### src/design/xcd_pkg.sv
package xcd_pkg;

  // Result kinds carried in tuser
  typedef enum logic [1:0] {
    KIND_PAYLOAD = 2'd0,
    KIND_GOOD    = 2'd1,
    KIND_BAD     = 2'd2
  } kind_e;

  // Configuration register indexes
  localparam int unsigned CFG_IDX_W = 1;
  localparam logic [CFG_IDX_W-1:0] CFG_SOF_CODE    = 1'b0;
  localparam logic [CFG_IDX_W-1:0] CFG_TYPE_CUTOFF = 1'b1;
  localparam int unsigned CFG_DATA_W = 9;

  // Register reset values
  localparam logic [7:0] SOF_CODE_RST    = 8'h00;
  localparam logic [8:0] TYPE_CUTOFF_RST = 9'h100;

  // Depth of the queue between parser and output stage
  localparam int unsigned QUEUE_DEPTH = 2;

  localparam int unsigned OUT_DATA_W = 32;

  // One result record
  typedef struct packed {
    kind_e      kind;
    logic [7:0] payload_index;
    logic [7:0] payload_byte;
    logic [7:0] frame_length;
    logic [7:0] frame_type;
  } result_t;

endpackage

### src/design/xor_checksum_packet_deframer.sv
// Path: a taken byte's result is written into the result queue and from there into the output
// register, which presents it on m_axis.
// Throughput: one byte per cycle while s_axis_tready is high; the parser updates its frame state per byte.
// Stalls: s_axis_tready drops only while the result queue is full, i.e. with three results
// waiting behind a stalled m_axis; bytes with no result then wait as well.
// Reset (rst_ni low, asynchronous): parser hunts the frame opener, counters clear, the
// opener code returns to 0, type_cutoff to 256, queue and output register empty.
module xor_checksum_packet_deframer #(
  parameter int unsigned QueueDepth = xcd_pkg::QUEUE_DEPTH
) (
  input  logic                           clk_i,
  input  logic                           rst_ni,
  input  logic                           cfg_valid_i,
  output logic                           cfg_ready_o,
  input  logic [xcd_pkg::CFG_IDX_W-1:0]  cfg_index_i,
  input  logic [xcd_pkg::CFG_DATA_W-1:0] cfg_data_i,
  input  logic                           s_axis_tvalid,
  output logic                           s_axis_tready,
  input  logic [7:0]                     s_axis_tdata,  // [7:0] rx_byte
  output logic                           m_axis_tvalid,
  input  logic                           m_axis_tready,
  // [7:0] frame_type, [15:8] frame_length, [23:16] payload_byte, [31:24] payload_index
  output logic [xcd_pkg::OUT_DATA_W-1:0] m_axis_tdata,
  output logic [1:0]                     m_axis_tuser   // [1:0] result_kind
);
  import xcd_pkg::*;

  logic    space, push, avail, pop;
  result_t push_data, pop_data;

  assign cfg_ready_o   = 1'b1;
  assign s_axis_tready = space;

  xcd_parser u_parser (
    .clk_i        (clk_i),
    .rst_ni       (rst_ni),
    .cfg_valid_i  (cfg_valid_i),
    .cfg_index_i  (cfg_index_i),
    .cfg_data_i   (cfg_data_i),
    .byte_valid_i (s_axis_tvalid),
    .byte_i       (s_axis_tdata),
    .space_i      (space),
    .push_o       (push),
    .push_data_o  (push_data)
  );

  xcd_queue #(
    .Depth (QueueDepth)
  ) u_queue (
    .clk_i       (clk_i),
    .rst_ni      (rst_ni),
    .push_i      (push),
    .push_data_i (push_data),
    .space_o     (space),
    .pop_i       (pop),
    .avail_o     (avail),
    .pop_data_o  (pop_data)
  );

  xcd_out_stage u_out (
    .clk_i         (clk_i),
    .rst_ni        (rst_ni),
    .avail_i       (avail),
    .data_i        (pop_data),
    .pop_o         (pop),
    .m_axis_tvalid (m_axis_tvalid),
    .m_axis_tready (m_axis_tready),
    .m_axis_tdata  (m_axis_tdata),
    .m_axis_tuser  (m_axis_tuser)
  );

endmodule

### src/design/xcd_parser.sv
module xcd_parser (
  input  logic                           clk_i,
  input  logic                           rst_ni,
  input  logic                           cfg_valid_i,
  input  logic [xcd_pkg::CFG_IDX_W-1:0]  cfg_index_i,
  input  logic [xcd_pkg::CFG_DATA_W-1:0] cfg_data_i,
  input  logic                           byte_valid_i,
  input  logic [7:0]                     byte_i,
  input  logic                           space_i,
  output logic                           push_o,
  output xcd_pkg::result_t               push_data_o
);
  import xcd_pkg::*;

  typedef enum logic [2:0] {
    PH_IDLE  = 3'd0,
    PH_TYPE  = 3'd1,
    PH_LEN   = 3'd2,
    PH_DATA  = 3'd3,
    PH_CHECK = 3'd4
  } phase_e;

  phase_e     phase_q, phase_d;
  logic [7:0] check_q, check_d;
  logic [7:0] seen_q, seen_d;
  logic [7:0] type_q, type_d;
  logic [7:0] len_q, len_d;
  logic [7:0] sof_code_q;
  logic [8:0] type_cutoff_q;
  logic       take;
  logic [7:0] seen_inc;

  assign take     = byte_valid_i & space_i;
  assign seen_inc = seen_q + 8'd1;

  // Next state and result classification
  always_comb begin
    phase_d     = phase_q;
    check_d     = check_q;
    seen_d      = seen_q;
    type_d      = type_q;
    len_d       = len_q;
    push_o      = 1'b0;
    push_data_o = '{kind: KIND_PAYLOAD, payload_index: 8'd0, payload_byte: 8'd0,
                    frame_length: len_q, frame_type: type_q};
    unique case (phase_q)
      PH_TYPE: begin
        type_d = byte_i;
        if ({1'b0, byte_i} >= type_cutoff_q) begin
          phase_d = PH_IDLE;
        end else begin
          check_d = check_q ^ byte_i;
          phase_d = PH_LEN;
        end
      end
      PH_LEN: begin
        len_d   = byte_i;
        check_d = check_q ^ byte_i;
        phase_d = (byte_i != 8'd0) ? PH_DATA : PH_CHECK;
      end
      PH_DATA: begin
        push_o                    = take;
        push_data_o.payload_byte  = byte_i;
        push_data_o.payload_index = seen_q;
        seen_d                    = seen_inc;
        check_d                   = check_q ^ byte_i;
        if (seen_inc == len_q) phase_d = PH_CHECK;
      end
      PH_CHECK: begin
        push_o           = take;
        push_data_o.kind = (check_q == byte_i) ? KIND_GOOD : KIND_BAD;
        phase_d          = PH_IDLE;
      end
      default: begin
        if (byte_i == sof_code_q) begin
          check_d = sof_code_q;
          seen_d  = 8'd0;
          phase_d = PH_TYPE;
        end else begin
          phase_d = PH_IDLE;
        end
      end
    endcase
  end

  // Parse state and configuration registers
  always_ff @(posedge clk_i or negedge rst_ni) begin
    if (!rst_ni) begin
      phase_q       <= PH_IDLE;
      check_q       <= 8'd0;
      seen_q        <= 8'd0;
      type_q        <= 8'd0;
      len_q         <= 8'd0;
      sof_code_q    <= SOF_CODE_RST;
      type_cutoff_q <= TYPE_CUTOFF_RST;
    end else begin
      if (take) begin
        phase_q <= phase_d;
        check_q <= check_d;
        seen_q  <= seen_d;
        type_q  <= type_d;
        len_q   <= len_d;
      end
      if (cfg_valid_i) begin
        unique case (cfg_index_i)
          CFG_SOF_CODE:    sof_code_q    <= cfg_data_i[7:0];
          CFG_TYPE_CUTOFF: type_cutoff_q <= cfg_data_i;
          default: ;
        endcase
      end
    end
  end

endmodule

### src/design/xcd_queue.sv
module xcd_queue #(
  parameter int unsigned Depth = xcd_pkg::QUEUE_DEPTH
) (
  input  logic             clk_i,
  input  logic             rst_ni,
  input  logic             push_i,
  input  xcd_pkg::result_t push_data_i,
  output logic             space_o,
  input  logic             pop_i,
  output logic             avail_o,
  output xcd_pkg::result_t pop_data_o
);
  import xcd_pkg::*;

  localparam int unsigned PtrW = (Depth > 1) ? $clog2(Depth) : 1;
  localparam int unsigned CntW = $clog2(Depth + 1);
  localparam logic [PtrW-1:0] LastPtr = PtrW'(Depth - 1);
  localparam logic [CntW-1:0] FullCnt = CntW'(Depth);

  result_t         entry_q [Depth];
  logic [PtrW-1:0] wr_ptr_q, rd_ptr_q;
  logic [CntW-1:0] count_q;
  logic            do_push, do_pop;

  assign space_o    = (count_q != FullCnt);
  assign avail_o    = (count_q != '0);
  assign do_push    = push_i & space_o;
  assign do_pop     = pop_i & avail_o;
  assign pop_data_o = entry_q[rd_ptr_q];

  // Entry storage
  always_ff @(posedge clk_i) begin
    if (do_push) entry_q[wr_ptr_q] <= push_data_i;
  end

  // Pointers and fill count
  always_ff @(posedge clk_i or negedge rst_ni) begin
    if (!rst_ni) begin
      wr_ptr_q <= '0;
      rd_ptr_q <= '0;
      count_q  <= '0;
    end else begin
      if (do_push) wr_ptr_q <= (wr_ptr_q == LastPtr) ? '0 : wr_ptr_q + PtrW'(1);
      if (do_pop)  rd_ptr_q <= (rd_ptr_q == LastPtr) ? '0 : rd_ptr_q + PtrW'(1);
      if (do_push && !do_pop)      count_q <= count_q + CntW'(1);
      else if (do_pop && !do_push) count_q <= count_q - CntW'(1);
    end
  end

endmodule

### src/design/xcd_out_stage.sv
module xcd_out_stage (
  input  logic                               clk_i,
  input  logic                               rst_ni,
  input  logic                               avail_i,
  input  xcd_pkg::result_t                   data_i,
  output logic                               pop_o,
  output logic                               m_axis_tvalid,
  input  logic                               m_axis_tready,
  output logic [xcd_pkg::OUT_DATA_W-1:0]     m_axis_tdata,
  output logic [1:0]                         m_axis_tuser
);
  import xcd_pkg::*;

  logic    valid_q;
  result_t data_q;

  // Refill whenever the register is empty or being drained
  assign pop_o = avail_i & (~valid_q | m_axis_tready);

  always_ff @(posedge clk_i or negedge rst_ni) begin
    if (!rst_ni) begin
      valid_q <= 1'b0;
    end else if (!valid_q || m_axis_tready) begin
      valid_q <= avail_i;
    end
  end

  always_ff @(posedge clk_i) begin
    if (pop_o) data_q <= data_i;
  end

  assign m_axis_tvalid = valid_q;
  assign m_axis_tuser  = data_q.kind;
  assign m_axis_tdata  = {data_q.payload_index, data_q.payload_byte,
                          data_q.frame_length, data_q.frame_type};

endmodule

### config.mk
export PLATFORM = sky130hd
export DESIGN_NAME = xor_checksum_packet_deframer
export DESIGN_NICKNAME = d
export VERILOG_FILES = /design/src/design/xcd_pkg.sv /design/src/design/xor_checksum_packet_deframer.sv /design/src/design/xcd_parser.sv /design/src/design/xcd_queue.sv /design/src/design/xcd_out_stage.sv
export SDC_FILE = /design/constraint.sdc
export NUM_CORES = 1
export LEC_CHECK = 0
export BUFFER_PORTS_ARGS = -buffer_cell sky130_fd_sc_hd__buf_2
export CAP_MARGIN = 20
export CORE_ASPECT_RATIO = 1.4
export CORE_MARGIN = 1
export CORE_UTILIZATION = 40
export DETAILED_ROUTE_END_ITERATION = 8
export SLEW_MARGIN = 0
export SYNTH_ARGS = -nofsm -noshare
export SYNTH_HDL_FRONTEND = slang
export SYNTH_SLANG_ARGS = --single-unit
### constraint.sdc
create_clock -name clk_i -period 3.5 [get_ports clk_i]
set_clock_uncertainty 0.15 [all_clocks]
set_input_delay 0.7 -clock clk_i [delete_from_list [all_inputs] [get_ports clk_i]]
set_output_delay 0.7 -clock clk_i [all_outputs]
set_load 0.05 [all_outputs]
==> results.sh, run 1 <==
export IMPL_arrival_ns=2.92
export IMPL_synth_cell_types=51
export IMPL_rows=56
export IMPL_share_comb_of_total_power_pct=32.0
export IMPL_grt_overflow_total=0
export IMPL_min_period_over_period_pct=78.0
export IMPL_drt_wl_total_um=12800
export IMPL_max_clock_path_buffers=2
export IMPL_cellPowerDensity_nw_per_um2=903
export IMPL_dp_cells=716
export IMPL_synthToLayoutAreaGrowth_pct=15.0
export IMPL_cts_sinks=159
export IMPL_ys_ff_latch=159
export IMPL_hold_buffers=0
export IMPL_critical_path_top_delay_family="compound AO/OA/AOI/OAI gates"
export IMPL_fin_area_um2=7870
export IMPL_relSlewSlack_pct=39.8
export IMPL_crit_fanout=18
export IMPL_holdWs_ns=0.278
export IMPL_synth_edf_count=102
export IMPL_synthCells=476
export IMPL_max_stage_delay_ns=0.59
export IMPL_gp_congestion=0.842
export IMPL_timing_rr_start="u_parser.phase_q[2]$_DFFE_PN0P_"
export IMPL_num_io_pins=60
export IMPL_required_ns=3.69
export IMPL_slew_viol_final=0
export IMPL_power_switching_mw=2.56
export IMPL_globalRouteTotalUtil_pct=15.7
export IMPL_finish_net_count=565
export IMPL_dp_hpwl_um=8510
export IMPL_wl_per_cell_um=17.1
export IMPL_swShare_pct=36.0
export IMPL_die_w_um=113
export IMPL_pre_cts_slack_ns=0.628
export IMPL_dpl_cell_area_um2=7270
export IMPL_first_iter_violations=124
export IMPL_core_area_um2=16700
export IMPL_synth_top_area_cell="edfxtp_1"
export IMPL_layout_commonest_cell="edfxtp_1"
export IMPL_cts_tree="built"
export IMPL_die_y_um=157
export IMPL_worst_setup_hold_path_clk_slew_ns=0.06
export IMPL_worst_path_buf_inv=1
export IMPL_grt_pass1_wl_um=21000
export IMPL_die_area_um2=17600
export IMPL_p_leak_nw=3.10
export IMPL_ant_nets=0
export IMPL_min_period_ns=2.73
export IMPL_status="completed"
export IMPL_post_cts_resized=0
export IMPL_hold_viol_final=0
export IMPL_post_route_drc_count=0
export IMPL_hold_class="in2async"
export IMPL_peakVddDrop_mv=0.362
export IMPL_cts_setup_buffers=0
export IMPL_syn_num_nets=509
export IMPL_clock_power_share_pct=25.7
export IMPL_power_mw=7.11
export IMPL_dr_pass1_iters=4
export IMPL_yosysTopAreaCellShare_pct=44.8
export IMPL_maxCapViolations=0
export IMPL_drive_above_1_share_pct=32.8
export IMPL_pwr_share_seq_pct=42.3
export IMPL_rr_worst_depth=8
export IMPL_rsz0062_at_grt="false"
export IMPL_num_vias=3853
export IMPL_ys_warnings_count=0
export IMPL_worstSetupStartpoint="u_parser.phase_q[2]$_DFFE_PN0P_"
export IMPL_clock_root_buffer="clkbuf_16"
export IMPL_worstPathCellList="nor2b_1, buf_4, nor2b_1, a21boi_0, o211ai_1, a21boi_4, a21oi_1, a21oi_1"
export IMPL_synth_flop_cell="edfxtp_1"
export IMPL_fillers=1479
export IMPL_syn_area_um2=6840
export IMPL_setup_slack_ns=0.769
export IMPL_slowest_stage="dfrtp_1"
export IMPL_grt_pass1_vias=4071
export IMPL_crit_type="reg2reg"
export IMPL_cts_buffers=17
export IMPL_port_buffers=58
export IMPL_antenna_found_initial=0
export IMPL_crit_cells=8
export IMPL_diodes=0
export IMPL_tns_ns=0
export IMPL_fmax_ghz=0.366
export IMPL_critPathCapture="u_parser.check_q[1]$_DFFE_PN0P_"
export IMPL_grt_start_max_net_pins=58
export IMPL_stdcell_count=748
export IMPL_r2r_end="u_parser.check_q[1]$_DFFE_PN0P_"
export IMPL_avgViaCountPerCell=5.15
export IMPL_start_util_pct=40.8
export IMPL_layout_common_cells="edfxtp_1, mux2_2, buf_2, dfrtp_1, o21ai_0"
export IMPL_setup_violations=0
export IMPL_postLayoutCoreUtil_pct=47.0
export IMPL_intPower_mw=4.55
export IMPL_max_slew_worst_pin_slew_ns=0.900
export IMPL_clock_latency_ns=0.42
export IMPL_rrSetupSlack_ns=0.77
export IMPL_async_flop_share_pct=35.8
export IMPL_crit_path_end_kind="flip-flop"
export IMPL_yosys_top_cells_area="edfxtp_1, dfrtp_1, mux2_2"
export IMPL_avgSynthCellArea_um2=14.4
export IMPL_seq_area_frac_synth_pct=65.6
export IMPL_start_kind="flip-flop"
export IMPL_cts_htree_levels=4
==> per-layer routing <==
layer  share of wire, %  vias up  wire length (um)  track usage (%)
li1                   -     1857                 -                -
met1                 41     1892              5310             17.8
met2                 53       84              6810             28.1
met3                3.5       20               449             3.18
met4                1.9        0               247             7.81
met5                  0        -                 0                0
==> worst min path at each step <==
stage / end / slack [ns] / cells past startpoint
after floorplan: u_out.m_axis_tvalid$_DFFE_PN0N_ / 0.25 / 0
after global routing: u_queue.entry_q[0][3]$_DFFE_PP_ / 0.32 / 0
after global placement: u_queue.entry_q[0][5]$_DFFE_PP_ / 0.30 / 0
after detailed placement: u_queue.entry_q[0][3]$_DFFE_PP_ / 0.31 / 0
final: u_parser.type_cutoff_q[7]$_DFFE_PN0P_ / 0.28 / 2
after CTS: u_parser.seen_q[5]$_DFFE_PN0P_ / 0.30 / 2
==> flip-flops by register name, indices dropped and copies added, names as in the netlist, 2 cells and up <==
register	cells
u_parser.seen_q	8
u_parser.len_q	8
u_parser.check_q	8
u_parser.phase_q	3
u_queue.entry_q	68
u_out.m_axis_tdata	32
u_queue.count_q	2
u_parser.type_cutoff_q	9
u_out.m_axis_tuser	2
u_parser.sof_code_q	8
u_parser.type_q	8
==> power by group through the flow <==
| stage | Combinational, mW | Sequential [mW] | Clock [mW] |
|---|---|---|---|
| 2_1_floorplan | 1.26 | 3.53 | 0 |
| 3_3_place_gp | 2.27 | 3.02 | 0 |
| 3_5_place_dp | 2.30 | 3.05 | 0 |
| 4_1_cts | 2.31 | 3.01 | 1.86 |
| 5_1_grt | 2.47 | 3.07 | 1.95 |
| 6_report | 2.28 | 3.00 | 1.83 |
==> area by class of cell <==
| class | count | area, um2 | area share, % |
|---|---|---|---|
| Inverter | 11 | 41.3 | 0.525 |
| Multi-Input combinational cell | 278 | 2140 | 27.2 |
| Clock inverter | 9 | 66.3 | 0.843 |
| Sequential cell | 159 | 4490 | 57.1 |
| Timing Repair Buffer | 65 | 343 | 4.36 |
| Clock buffer | 23 | 532 | 6.76 |
| Tap cell | 203 | 254 | 3.23 |
==> cell usage after synthesis (2+ instances only) <==
library cell,count
a211oi_1,2
a21oi_1,18
a21oi_2,4
a31oi_1,2
and2_1,2
and3_1,16
and3_2,2
and3_4,2
buf_2,6
buf_4,2
buf_6,6
clkbuf_1,12
dfrtp_1,56
edfxtp_1,102
ha_1,10
inv_1,11
mux2_2,65
nand2_1,20
nand3_1,16
nand4_1,3
nor2_1,13
nor2b_1,5
nor3_1,4
nor4_1,4
o211ai_1,3
o21a_1,2
o21ai_0,28
or3_1,8
xnor2_1,15
xor2_1,16
==> cells by family after synthesis <==
logic type / synth area share [%]
compound gates: 6.26
xor+xnor: 4.21
fa+ha+maj: 1.83
buf+inv: 3.09
flops: 65.6
mux: 10.8
other cells: 0.0548
simple gates: 8.07
Power figures use the tool's default switching activity.
==> run 2: changes to the inputs <==
==> constraint.sdc (replaced) <==
create_clock -name clk_i -period 2.7 [get_ports clk_i]
set_clock_uncertainty 0.15 [all_clocks]
set_input_delay 0.54 -clock clk_i [delete_from_list [all_inputs] [get_ports clk_i]]
set_output_delay 0.54 -clock clk_i [all_outputs]
set_load 0.05 [all_outputs]
==> results.sh, run 2 (synthesis results as in run 1) <==
export IMPL_hold_class="in2async"
export IMPL_clock_power_share_pct=25.3
export IMPL_grt_overflow_total=0
export IMPL_min_period_over_period_pct=91.9
export IMPL_holdWs_ns=0.0341
export IMPL_largest_reg_flops=68
export IMPL_fillers=1492
export IMPL_peakVddDrop_mv=0.421
export IMPL_grt_start_max_net_pins=35
export IMPL_num_io_pins=60
export IMPL_fmax_ghz=0.403
export IMPL_avgViaCountPerCell=5.25
export IMPL_clock_latency_ns=0.42
export IMPL_wl_per_cell_um=17.3
export IMPL_setup_slack_ns=0.220
export IMPL_worst_setup_hold_path_clk_slew_ns=0.06
export IMPL_post_route_drc_count=0
export IMPL_hold_viol_final=0
export IMPL_layout_common_cells="edfxtp_1, mux2_2, buf_2, dfrtp_1, o21ai_0"
export IMPL_tns_ns=0
export IMPL_max_clock_path_buffers=2
export IMPL_min_period_ns=2.48
export IMPL_post_cts_resized=0
export IMPL_globalRouteTotalUtil_pct=15.9
export IMPL_pwr_share_seq_pct=41.7
export IMPL_cts_sinks=159
export IMPL_crit_fanout=6
export IMPL_dp_cells=725
export IMPL_port_buffers=58
export IMPL_power_switching_mw=3.37
export IMPL_die_y_um=157
export IMPL_regMostFlops="u_queue.entry_q"
export IMPL_num_vias=3975
export IMPL_pre_cts_slack_ns=0.150
export IMPL_ant_nets=0
export IMPL_max_slew_worst_pin_slew_ns=0.932
export IMPL_cts_setup_buffers=0
export IMPL_relSlewSlack_pct=37.6
export IMPL_slew_viol_final=0
export IMPL_gp_congestion=0.837
export IMPL_grt_pass1_vias=4092
export IMPL_hold_buffers=0
export IMPL_maxCapViolations=0
export IMPL_stdcell_count=757
export IMPL_p_leak_nw=3.14
export IMPL_cellPowerDensity_nw_per_um2=1170
export IMPL_antenna_found_initial=0
export IMPL_core_area_um2=16700
export IMPL_share_comb_of_total_power_pct=33.0
export IMPL_cts_tree="built"
export IMPL_status="completed"
export IMPL_diodes=0
export IMPL_layout_commonest_cell="edfxtp_1"
export IMPL_start_kind="flip-flop"
export IMPL_finish_net_count=574
export IMPL_crit_type="reg2reg"
export IMPL_dp_hpwl_um=9110
export IMPL_synthToLayoutAreaGrowth_pct=16.6
export IMPL_arrival_ns=2.61
export IMPL_setup_violations=0
export IMPL_clock_root_buffer="clkbuf_16"
export IMPL_rows=56
export IMPL_dr_pass1_iters=4
export IMPL_crit_path_end_kind="flip-flop"
export IMPL_die_w_um=113
export IMPL_rsz0062_at_grt="false"
export IMPL_intPower_mw=5.95
export IMPL_die_area_um2=17600
export IMPL_cts_buffers=17
export IMPL_swShare_pct=36.2
export IMPL_grt_pass1_wl_um=21300
export IMPL_cts_htree_levels=4
export IMPL_drive_above_1_share_pct=34.1
export IMPL_drt_wl_total_um=13100
export IMPL_required_ns=2.83
export IMPL_start_util_pct=40.8
export IMPL_first_iter_violations=123
## run 2: cell types whose count changed in the layout (fill, tap and decap cells not counted), sizes merged
cell / previous run / this run
buf: 65 / 74
bufinv: 0 / 2
clkbuf: 23 / 17
clkinv: 2 / 5
clkinvlp: 2 / 5
inv: 16 / 14
## run 2: stage by stage
| step | power [mW] | area (um2) | utilization (%) |
|---|---|---|---|
| 6_report | 9.31 | 7970 | 47.6 |
| 4_1_cts | 9.42 | 7970 | 47.6 |
| 2_1_floorplan | 6.21 | 6840 | - |
| 3_5_place_dp | 7.04 | 7390 | 44.1 |
| 5_1_grt | 9.79 | 7970 | 47.6 |
| 3_3_place_gp | 6.96 | 7390 | 44.1 |
## run 2: worst max-delay path, cell delays in order (launching register included)
cell and delay (ns):
dfrtp_1 0.44, ha_1 0.29, and3_4 0.24, and3_4 0.22
xor2_2 0.15, and3_1 0.19, o221ai_2 0.12, nor2b_4 0.16
a2111o_1 0.39
## run 2: final timing paths
path | start | endpoint | slack (ns) | cells past startpoint
worst max register to register | u_parser.seen_q[0]$_DFFE_PN0P_ | u_parser.phase_q[0]$_DFFE_PN0P_ | 0.22 | 8
worst min-delay path | rst_ni | u_parser.len_q[6]$_DFFE_PN0P_ | 0.03 | 1
worst max-delay path | u_parser.seen_q[0]$_DFFE_PN0P_ | u_parser.phase_q[0]$_DFFE_PN0P_ | 0.22 | 8
worst min register to register | u_queue.rd_ptr_q$_DFFE_PN0P_ | u_queue.rd_ptr_q$_DFFE_PN0P_ | 0.32 | 1
max in group asynchronous | rst_ni | u_parser.check_q[1]$_DFFE_PN0P_ | 1.76 | 2
min in group clk_i | cfg_data_i[8] | u_parser.type_cutoff_q[8]$_DFFE_PN1P_ | 0.21 | 2
## run 2: per-layer routing
layer  global-route usage [%]  up-vias  share of wire [%]
met1                     18.1     2001                 41
met3                     3.56       23                3.0
met5                        0        -                  0
met4                     6.73        0                1.8
met2                     28.7       77                 54
li1                         -     1874                  -
## run 2: area by class of cell
cell class	count	area, um2	share of cell area (%)
well taps	203	254	3.19
multi-input cells	278	2140	26.8
clock buffers	17	425	5.34
clock inverters	15	161	2.02
flip-flops and latches	159	4490	56.3
inverters	11	41.3	0.518
repair buffers	74	460	5.77
## run 2: power by group through the flow
| stage | combinational, mW | sequential (mW) | clock [mW] |
|---|---|---|---|
| after global routing | 3.32 | 3.96 | 2.51 |
| final | 3.08 | 3.88 | 2.35 |
| after floorplan | 1.63 | 4.58 | 0 |
| after detailed placement | 3.10 | 3.94 | 0 |
| after CTS | 3.12 | 3.89 | 2.41 |
| after global placement | 3.05 | 3.91 | 0 |
==> run 3: changes to the inputs <==
--- a/config.mk
+++ b/config.mk
@@ -11,6 +11,7 @@
 export CORE_MARGIN = 1
 export CORE_UTILIZATION = 40
 export DETAILED_ROUTE_END_ITERATION = 8
+export REMOVE_ABC_BUFFERS = 1
 export SLEW_MARGIN = 0
 export SYNTH_ARGS = -nofsm -noshare
 export SYNTH_HDL_FRONTEND = slang
==> constraint.sdc (replaced) <==
create_clock -name clk_i -period 2.7 [get_ports clk_i]
set_clock_uncertainty 0.15 [all_clocks]
set_input_delay 0.54 -clock clk_i [delete_from_list [all_inputs] [get_ports clk_i]]
set_output_delay 0.54 -clock clk_i [all_outputs]
set_load 0.005 [all_outputs]
==> results.sh, run 3 (synthesis results as in run 1) <==
export IMPL_fmax_ghz=0.407
export IMPL_diodes=0
export IMPL_min_period_over_period_pct=91.0
export IMPL_num_vias=3912
export IMPL_grt_overflow_total=0
export IMPL_cts_buffers=17
export IMPL_cellPowerDensity_nw_per_um2=1060
export IMPL_die_area_um2=17600
export IMPL_cts_htree_levels=4
export IMPL_relSlewSlack_pct=38.4
export IMPL_tns_ns=0
export IMPL_arrival_ns=2.64
export IMPL_max_slew_worst_pin_slew_ns=0.924
export IMPL_num_io_pins=60
export IMPL_crit_fanout=18
export IMPL_antenna_found_initial=0
export IMPL_start_kind="flip-flop"
export IMPL_drt_wl_total_um=12700
export IMPL_layout_common_cells="edfxtp_1, mux2_2, buf_2, dfrtp_1, o21ai_0"
export IMPL_dr_pass1_iters=4
export IMPL_dp_cells=725
export IMPL_globalRouteTotalUtil_pct=15.5
export IMPL_grt_pass1_wl_um=20600
export IMPL_power_switching_mw=2.57
export IMPL_rows=56
export IMPL_gp_congestion=0.789
export IMPL_p_leak_nw=3.12
export IMPL_grt_pass1_vias=4044
export IMPL_maxCapViolations=0
export IMPL_first_iter_violations=187
export IMPL_share_comb_of_total_power_pct=26.7
export IMPL_layout_commonest_cell="edfxtp_1"
export IMPL_peakVddDrop_mv=0.411
export IMPL_cts_sinks=159
export IMPL_finish_net_count=574
export IMPL_multi_input_area_um2=2140
export IMPL_power_mw=8.38
export IMPL_die_y_um=157
export IMPL_grt_start_max_net_pins=39
export IMPL_regArea_um2=4490
export IMPL_required_ns=2.88
export IMPL_start_util_pct=40.8
export IMPL_max_clock_path_buffers=2
export IMPL_hold_class="in2async"
export IMPL_intPower_mw=5.81
export IMPL_largest_reg_flops=68
export IMPL_cts_setup_buffers=0
export IMPL_swShare_pct=30.7
export IMPL_dp_hpwl_um=8710
export IMPL_clock_power_share_pct=26.9
export IMPL_setup_violations=0
export IMPL_synthToLayoutAreaGrowth_pct=15.8
export IMPL_min_period_ns=2.46
export IMPL_port_buffers=58
export IMPL_ant_nets=0
export IMPL_rsz0062_at_grt="false"
export IMPL_hold_buffers=0
export IMPL_stdcell_count=757
export IMPL_post_cts_resized=0
export IMPL_worst_setup_hold_path_clk_slew_ns=0.07
export IMPL_regMostFlops="u_queue.entry_q"
export IMPL_slew_viol_final=0
export IMPL_cts_tree="built"
export IMPL_core_area_um2=16700
export IMPL_hold_viol_final=0
export IMPL_avgViaCountPerCell=5.17
export IMPL_fillers=1423
export IMPL_status="completed"
export IMPL_die_w_um=113
export IMPL_drive_above_1_share_pct=33.8
export IMPL_post_route_drc_count=0
export IMPL_crit_type="reg2reg"
export IMPL_clock_root_buffer="clkbuf_16"
export IMPL_pwr_share_seq_pct=46.4
export IMPL_clock_latency_ns=0.41
export IMPL_wl_per_cell_um=16.8
export IMPL_crit_path_end_kind="flip-flop"
## run 3: cell types whose count changed in the layout (fill, tap and decap cells not counted), sizes merged
cell,delta
clkbuf,+1
bufinv,-1
inv,+1
clkinvlp,-1
## run 3: cell type report
cell class                 count  area share, %
inverter                      11          0.521
clock inverter                14           1.67
timing repair buffer          74           5.50
multi-input combinational    278           27.0
tap                          203           3.21
sequential                   159           56.7
clock buffer                  18           5.42
## run 3: through the flow
| step | utilization [%] | area, um2 | worst slack (ns) | hold WS [ns] |
|---|---|---|---|---|
| 3_5_place_dp | 44.0 | 7360 | -0.0351 | 0.299 |
| 4_1_cts | 47.3 | 7920 | 0.242 | 0.135 |
| 3_3_place_gp | 44.0 | 7360 | 0.0654 | 0.298 |
| 2_1_floorplan | - | 6670 | -0.934 | 0.0944 |
| 6_report | 47.3 | 7920 | 0.244 | 0.123 |
| 5_1_grt | 47.3 | 7920 | 0.00625 | 0.166 |
## run 3: layer usage
layer	wire, um	part of all wire, %	vias to the layer above	global-route usage [%]
li1	-	-	1874	-
met1	5240	41	1939	17.2
met2	6790	54	80	27.4
met3	339	2.7	19	4.45
met4	316	2.5	0	7.24
met5	0	0	-	0
## run 3: final timing paths
kind                                                          to  slack (ns)  cells past startpoint                             from
max                              u_parser.check_q[1]$_DFFE_PN0P_        0.24                      7  u_parser.phase_q[2]$_DFFE_PN0P_
min reg2reg                      u_queue.entry_q[1][4]$_DFFE_PP_        0.31                      0   u_parser.type_q[4]$_DFFE_PN0P_
max in group asynchronous  u_parser.type_cutoff_q[7]$_DFFE_PN0P_        1.57                      2                           rst_ni
min                        u_parser.type_cutoff_q[6]$_DFFE_PN0P_        0.12                      1                           rst_ni
max reg2reg                      u_parser.check_q[1]$_DFFE_PN0P_        0.24                      7  u_parser.phase_q[2]$_DFFE_PN0P_
min in group clk_i            u_parser.sof_code_q[2]$_DFFE_PN0P_        0.22                      2                    cfg_data_i[2]
## run 3: power groups by stage
stage	Sequential, mW	Combinational [mW]	Clock [mW]
finish	3.89	2.24	2.26
global route	3.96	2.51	2.42
CTS	3.89	2.28	2.31
detailed placement	3.94	2.26	0
global placement	3.90	2.22	0
floorplan	3.94	1.40	0
## run 3: critical path, stage by stage, from the launching register on
cell	delay, ns
dfrtp_1	0.58
nor2b_1	0.30
nor2b_1	0.23
a21boi_0	0.19
o211ai_1	0.19
a21boi_4	0.45
a21oi_1	0.13
a21oi_1	0.15
